===== src/rtl/core/tdpt_pkg.sv =====
package tdpt_pkg;

    localparam int DATA_WIDTH = 32;
    // divisor, squared divisor, partial remainder and bit counter widths
    localparam int DIV_W = DATA_WIDTH / 2 + 1;
    localparam int SQ_W  = DATA_WIDTH + 1;
    localparam int REM_W = DATA_WIDTH / 2 + 2;
    localparam int CNT_W = $clog2(DATA_WIDTH);

    localparam logic [DIV_W-1:0]      FIRST_DIV   = DIV_W'(2);
    localparam logic [DIV_W-1:0]      SECOND_DIV  = DIV_W'(3);
    localparam logic [SQ_W-1:0]       FIRST_SQ    = SQ_W'(4);
    localparam logic [SQ_W-1:0]       SECOND_SQ   = SQ_W'(9);
    localparam logic [SQ_W-1:0]       SQ_STEP_ADD = SQ_W'(4);
    localparam logic [DIV_W-1:0]      DIV_STEP    = DIV_W'(2);
    localparam logic [DATA_WIDTH-1:0] SMALLEST_PRIME = DATA_WIDTH'(2);
    localparam logic [CNT_W-1:0]      LAST_BIT    = CNT_W'(DATA_WIDTH - 1);

    typedef struct packed {
        logic load;       // latch input value, restart divisor at two
        logic div_start;  // clear remainder, begin bit-serial reduction
        logic div_step;   // one restoring step of value mod divisor
        logic next_div;   // advance to the next candidate divisor
        logic res_we;     // write the output register
        logic res_val;
    } t_cmd;

    typedef struct packed {
        logic below_two;  // negative, zero or one
        logic bound_over; // divisor squared exceeds the value
        logic div_last;   // final remainder step in progress
        logic rem_zero;
    } t_status;

endpackage


===== src/rtl/core/tdpt_dp.sv =====
module tdpt_dp (
    input  logic                                i_clk,
    input  logic signed [tdpt_pkg::DATA_WIDTH-1:0] i_value,
    input  tdpt_pkg::t_cmd                      i_cmd,
    output tdpt_pkg::t_status                   o_status,
    output logic                                o_is_prime
);

    logic [tdpt_pkg::DATA_WIDTH-1:0] r_value;
    logic [tdpt_pkg::DATA_WIDTH-1:0] r_shift;
    logic [tdpt_pkg::DIV_W-1:0]      r_div;
    logic [tdpt_pkg::SQ_W-1:0]       r_sq;
    logic [tdpt_pkg::REM_W-1:0]      r_rem;
    logic [tdpt_pkg::CNT_W-1:0]      r_cnt;
    logic                            r_is_prime;

    logic [tdpt_pkg::REM_W-1:0]      rem_shifted;
    logic [tdpt_pkg::REM_W-1:0]      div_ext;
    logic [tdpt_pkg::REM_W-1:0]      rem_next;
    logic [tdpt_pkg::SQ_W-1:0]       sq_next;

    // remainder stays below the divisor, so one shifted-in bit keeps it below twice it
    assign rem_shifted = {r_rem[tdpt_pkg::REM_W-2:0], r_shift[tdpt_pkg::DATA_WIDTH-1]};
    assign div_ext     = tdpt_pkg::REM_W'(r_div);
    assign rem_next    = (rem_shifted >= div_ext) ? (rem_shifted - div_ext) : rem_shifted;

    // (d+2)^2 = d^2 + 4d + 4
    assign sq_next = r_sq + tdpt_pkg::SQ_W'({r_div, 2'b00}) + tdpt_pkg::SQ_STEP_ADD;

    assign o_status.below_two  = r_value[tdpt_pkg::DATA_WIDTH-1]
                               || (r_value < tdpt_pkg::SMALLEST_PRIME);
    assign o_status.bound_over = r_sq > tdpt_pkg::SQ_W'(r_value);
    assign o_status.div_last   = (r_cnt == '0);
    assign o_status.rem_zero   = (r_rem == '0);
    assign o_is_prime          = r_is_prime;

    always_ff @(posedge i_clk) begin
        if (i_cmd.load) begin
            r_value <= i_value;
            r_div   <= tdpt_pkg::FIRST_DIV;
            r_sq    <= tdpt_pkg::FIRST_SQ;
        end else if (i_cmd.next_div) begin
            // after two, only odd candidates can divide first
            if (r_div == tdpt_pkg::FIRST_DIV) begin
                r_div <= tdpt_pkg::SECOND_DIV;
                r_sq  <= tdpt_pkg::SECOND_SQ;
            end else begin
                r_div <= r_div + tdpt_pkg::DIV_STEP;
                r_sq  <= sq_next;
            end
        end

        if (i_cmd.div_start) begin
            r_rem   <= '0;
            r_shift <= r_value;
            r_cnt   <= tdpt_pkg::LAST_BIT;
        end else if (i_cmd.div_step) begin
            r_rem   <= rem_next;
            r_shift <= {r_shift[tdpt_pkg::DATA_WIDTH-2:0], 1'b0};
            r_cnt   <= r_cnt - 1'b1;
        end

        if (i_cmd.res_we) begin
            r_is_prime <= i_cmd.res_val;
        end
    end

endmodule


===== config.mk =====
export PLATFORM = sky130hd
export DESIGN_NAME = tdpt_dp
export DESIGN_NICKNAME = d
export VERILOG_FILES = /design/src/rtl/core/tdpt_pkg.sv /design/src/rtl/core/tdpt_dp.sv
export SDC_FILE = /design/constraint.sdc
export NUM_CORES = 1
export LEC_CHECK = 0
export BUFFER_PORTS_ARGS = -buffer_cell sky130_fd_sc_hd__buf_4
export CORE_UTILIZATION = 45
export DETAILED_ROUTE_END_ITERATION = 8
export GPL_ROUTABILITY_DRIVEN = 0
export SYNTH_ARGS = -nofsm -noshare
export SYNTH_HDL_FRONTEND = slang
export SYNTH_SLANG_ARGS = --single-unit

===== constraint.sdc =====
create_clock -name i_clk -period 3.4 [get_ports i_clk]
set_clock_uncertainty 0.05 [all_clocks]
set_input_delay 0.17 -clock i_clk [delete_from_list [all_inputs] [get_ports i_clk]]
set_output_delay 0.17 -clock i_clk [all_outputs]
set_load 0.005 [all_outputs]

==> metrics.cfg <==
[hold_path]
hold-path-endpoint=r_div[1]
holdPathStages=3
min_path_type=in2reg
min_from=i_cmd[2]

[cells_and_area]
fin_nets=1035
area_growth_pct=18.1
final_cell_count_no_fill=1148
drive_above_1_share=0.137
fillers=1499
n_antenna_cell=0

[die]
num_rows=48
initial_core_util=0.465
io_pins=44
dieHeight_um=136
core_um2=17500
dieArea_um2=18600
die_x_um=136

[sta]
fmax_mhz=346
finalSetupViolations=0
rsz0062_at_grt=false
fin_crit_ns=2.89
finalCritPeriodShare=0.849
finalMaxSlewViolations=0
worst_pin_slew_ns=0.793
hold_viol_final=0
relSlewSlack=0.469
setup_tns_ns=0

[global_routing]
grt_antenna_before_repair=0
grt.total_usage=0.220
grt_max_degree=51
grt.overflow.total=0
grt_pass1_wl_um=31400
grt_pass1_vias=6175

[worst_setup_path]
critPathCaptureType=register
r2r-end=r_rem[0]
crit_fanout=12
arrival_ns=3.19
r2r_slack_ns=0.51
start_kind=register
crit_required_ns=3.70
reg2reg_from=r_div[12]
rr_worst_depth=8
crit_type=reg2reg

[detailed_routing]
ant_nets=0
routed-via-count=6468
drt-wirelength-per-cell_um=16.8
drtIter0Drc=384
dr.pass1.iters=5
wl_um=19300
drc=0
via_per_inst=5.63

[place]
dp_hpwl_um=14100
place_inst=1082
port_buffers=43

[yosys]
syn-num-nets=955
seq_area_frac_synth=0.415
synth.distinct_cells=67
synth_edf_count=65
synthFlopType=dfxtp_1
synth-seq-cells=136
syn-cell-area_um2=8120
ys.warnings.count=0
syn_avg_cell_area_um2=9.78
synthArstFlopShare=0
postSynthCellCount=830

[clock_network]
cts_tree=built
clock_path_buffers=2
cts_inserted_buffers=17
cts-root-buf=clkbuf_16
clk_latency_ns=0.43
clk_pin_slew_ns=0.07
cts.sinks=136
htreeDepth=4

[pwr]
power_density_nw_per_um2=608
p_leak_nw=4.21
ir_drop_uv=444

[job]
cap_violations=0

[outcome]
status=completed

[per-layer routing]
layer,vias to the layer above,part of all wire,wire length (um),global-route usage
met4,0,0.021,398,0.0772
met1,3062,0.48,9310,0.302
met3,30,0.043,840,0.0410
met5,-,0,0,0
met2,163,0.45,8770,0.345
li1,3213,-,-,-
[synth_stat cells (4+ instances only)]
cell / count / area share
o31ai_1: 4 / 0.0037
mux2_2: 31 / 0.043
buf_1: 4 / 0.0018
nor4_1: 16 / 0.012
edfxtp_1: 65 / 0.24
or3_1: 5 / 0.0039
xor2_1: 10 / 0.011
a21oi_1: 38 / 0.023
nor2_1: 67 / 0.031
a211oi_1: 6 / 0.0055
o21ai_0: 43 / 0.026
inv_1: 70 / 0.032
a22oi_1: 9 / 0.0083
o211ai_1: 6 / 0.0055
ha_1: 84 / 0.13
xnor2_1: 29 / 0.031
nor2b_1: 4 / 0.0031
a32oi_1: 5 / 0.0054
buf_2: 7 / 0.0043
o21a_1: 8 / 0.0074
a21o_1: 28 / 0.026
mux2i_1: 9 / 0.011
nor4b_1: 4 / 0.0043
and3_1: 8 / 0.0062
clkbuf_1: 10 / 0.0046
nor3_1: 8 / 0.0049
a311oi_1: 4 / 0.0043
nand4_1: 22 / 0.017
dfxtp_1: 71 / 0.18
or4_1: 9 / 0.0083
nand2_1: 66 / 0.031
nand2b_1: 11 / 0.0085
nand3_1: 16 / 0.0099
[sequential cells by signal (all words and copies together) (netlist names)]
name / count
r_value: 32
r_div: 16
r_rem: 18
r_cnt: 5
r_shift: 32
o_is_prime: 1
r_sq: 32
[placed cells by master (no fill, tap or decap), drive strengths merged, types with 5 or more instances in the layout]
cell | netlist | final
or3 | 5 | 5
a211oi | 7 | 7
or4 | 9 | 9
nand3 | 16 | 16
o21a | 8 | 8
nor3 | 9 | 9
nor2 | 67 | 67
nand4 | 23 | 23
o211ai | 6 | 6
and3 | 8 | 8
a32oi | 5 | 5
nand2b | 11 | 11
ha | 84 | 84
nand2 | 66 | 66
edfxtp | 65 | 65
a311oi | 5 | 5
nor4 | 17 | 17
dlygate4sd3 | 0 | 34
xnor2 | 29 | 29
mux2 | 32 | 32
a22oi | 9 | 9
dfxtp | 71 | 71
a21o | 28 | 28
xor2 | 10 | 10
inv | 70 | 81
clkbuf | 10 | 17
buf | 12 | 49
mux2i | 9 | 9
o21ai | 45 | 45
a21oi | 39 | 39
[report_power, final]
| group | internal, W | switching [W] |
|---|---|---|
| Clock | 0.00104 | 0.000816 |
| Sequential | 0.00190 | 0.000149 |
| Combinational | 0.000843 | 0.00109 |
| Total | 0.00378 | 0.00205 |
[metrics by stage]
stage                     area [um2]   util  power [W]  worst slack (ns)  hold slack [ns]
after CTS                       9590  0.549    0.00584             0.570           0.0621
after floorplan                 8120      -    0.00352             0.673            0.219
after global placement          8670  0.496    0.00391             0.617            0.298
after detailed placement        8670  0.496    0.00395             0.588            0.299
after global routing            9590  0.549    0.00617             0.353           0.0844
final                           9590  0.549    0.00583             0.512           0.0745
[worst max-delay path: stages (launching register included)]
cell	delay, ns
dfxtp_1	0.44
inv_1	0.11
ha_1	0.46
nand4_1	0.20
nor4_1	0.51
nor3_2	0.12
a21o_1	0.33
mux2_1	0.38
a211oi_2	0.20
[worst max path at each step]
stage	slack, ns	cells past startpoint	start	end
global route	0.35	9	r_div[2]	r_sq[19]
floorplan	0.67	11	r_div[1]	r_sq[27]
global placement	0.62	8	r_div[12]	r_rem[0]
detailed placement	0.59	13	r_sq[0]	r_sq[31]
CTS	0.57	8	r_value[28]	o_status[2]
finish	0.51	8	r_div[12]	r_rem[0]
[repair_timing]
| action | CTS | global route |
|---|---|---|
| setup buffers | 0 | 0 |
| hold buffers | 34 | 0 |
| hold endpoints to repair | 34 | 0 |
| gates resized for setup | 0 | 0 |
[cell families (layout without fill, tap and decap cells)]
group	Yosys count	after routing	share of synthesized area
and+or+nand+nor	252	252	0.156
AOI/OAI and AO/OA	184	184	0.153
DFF	136	136	0.415
buffers and inverters	92	185	0.0445
adders and majority gates	86	86	0.134
muxes	41	41	0.0555
xor gates and xnor gates	39	39	0.0421
[final cells by class]
class | count | area (um2) | area share
well taps | 225 | 282 | 0.0293
multi-input cells | 602 | 4390 | 0.457
clock inverters | 15 | 155 | 0.0162
flip-flops and latches | 136 | 3370 | 0.352
repair buffers | 83 | 708 | 0.0738
clock buffers | 17 | 425 | 0.0443
inverters | 70 | 263 | 0.0274
Power figures use the tool's default switching activity.
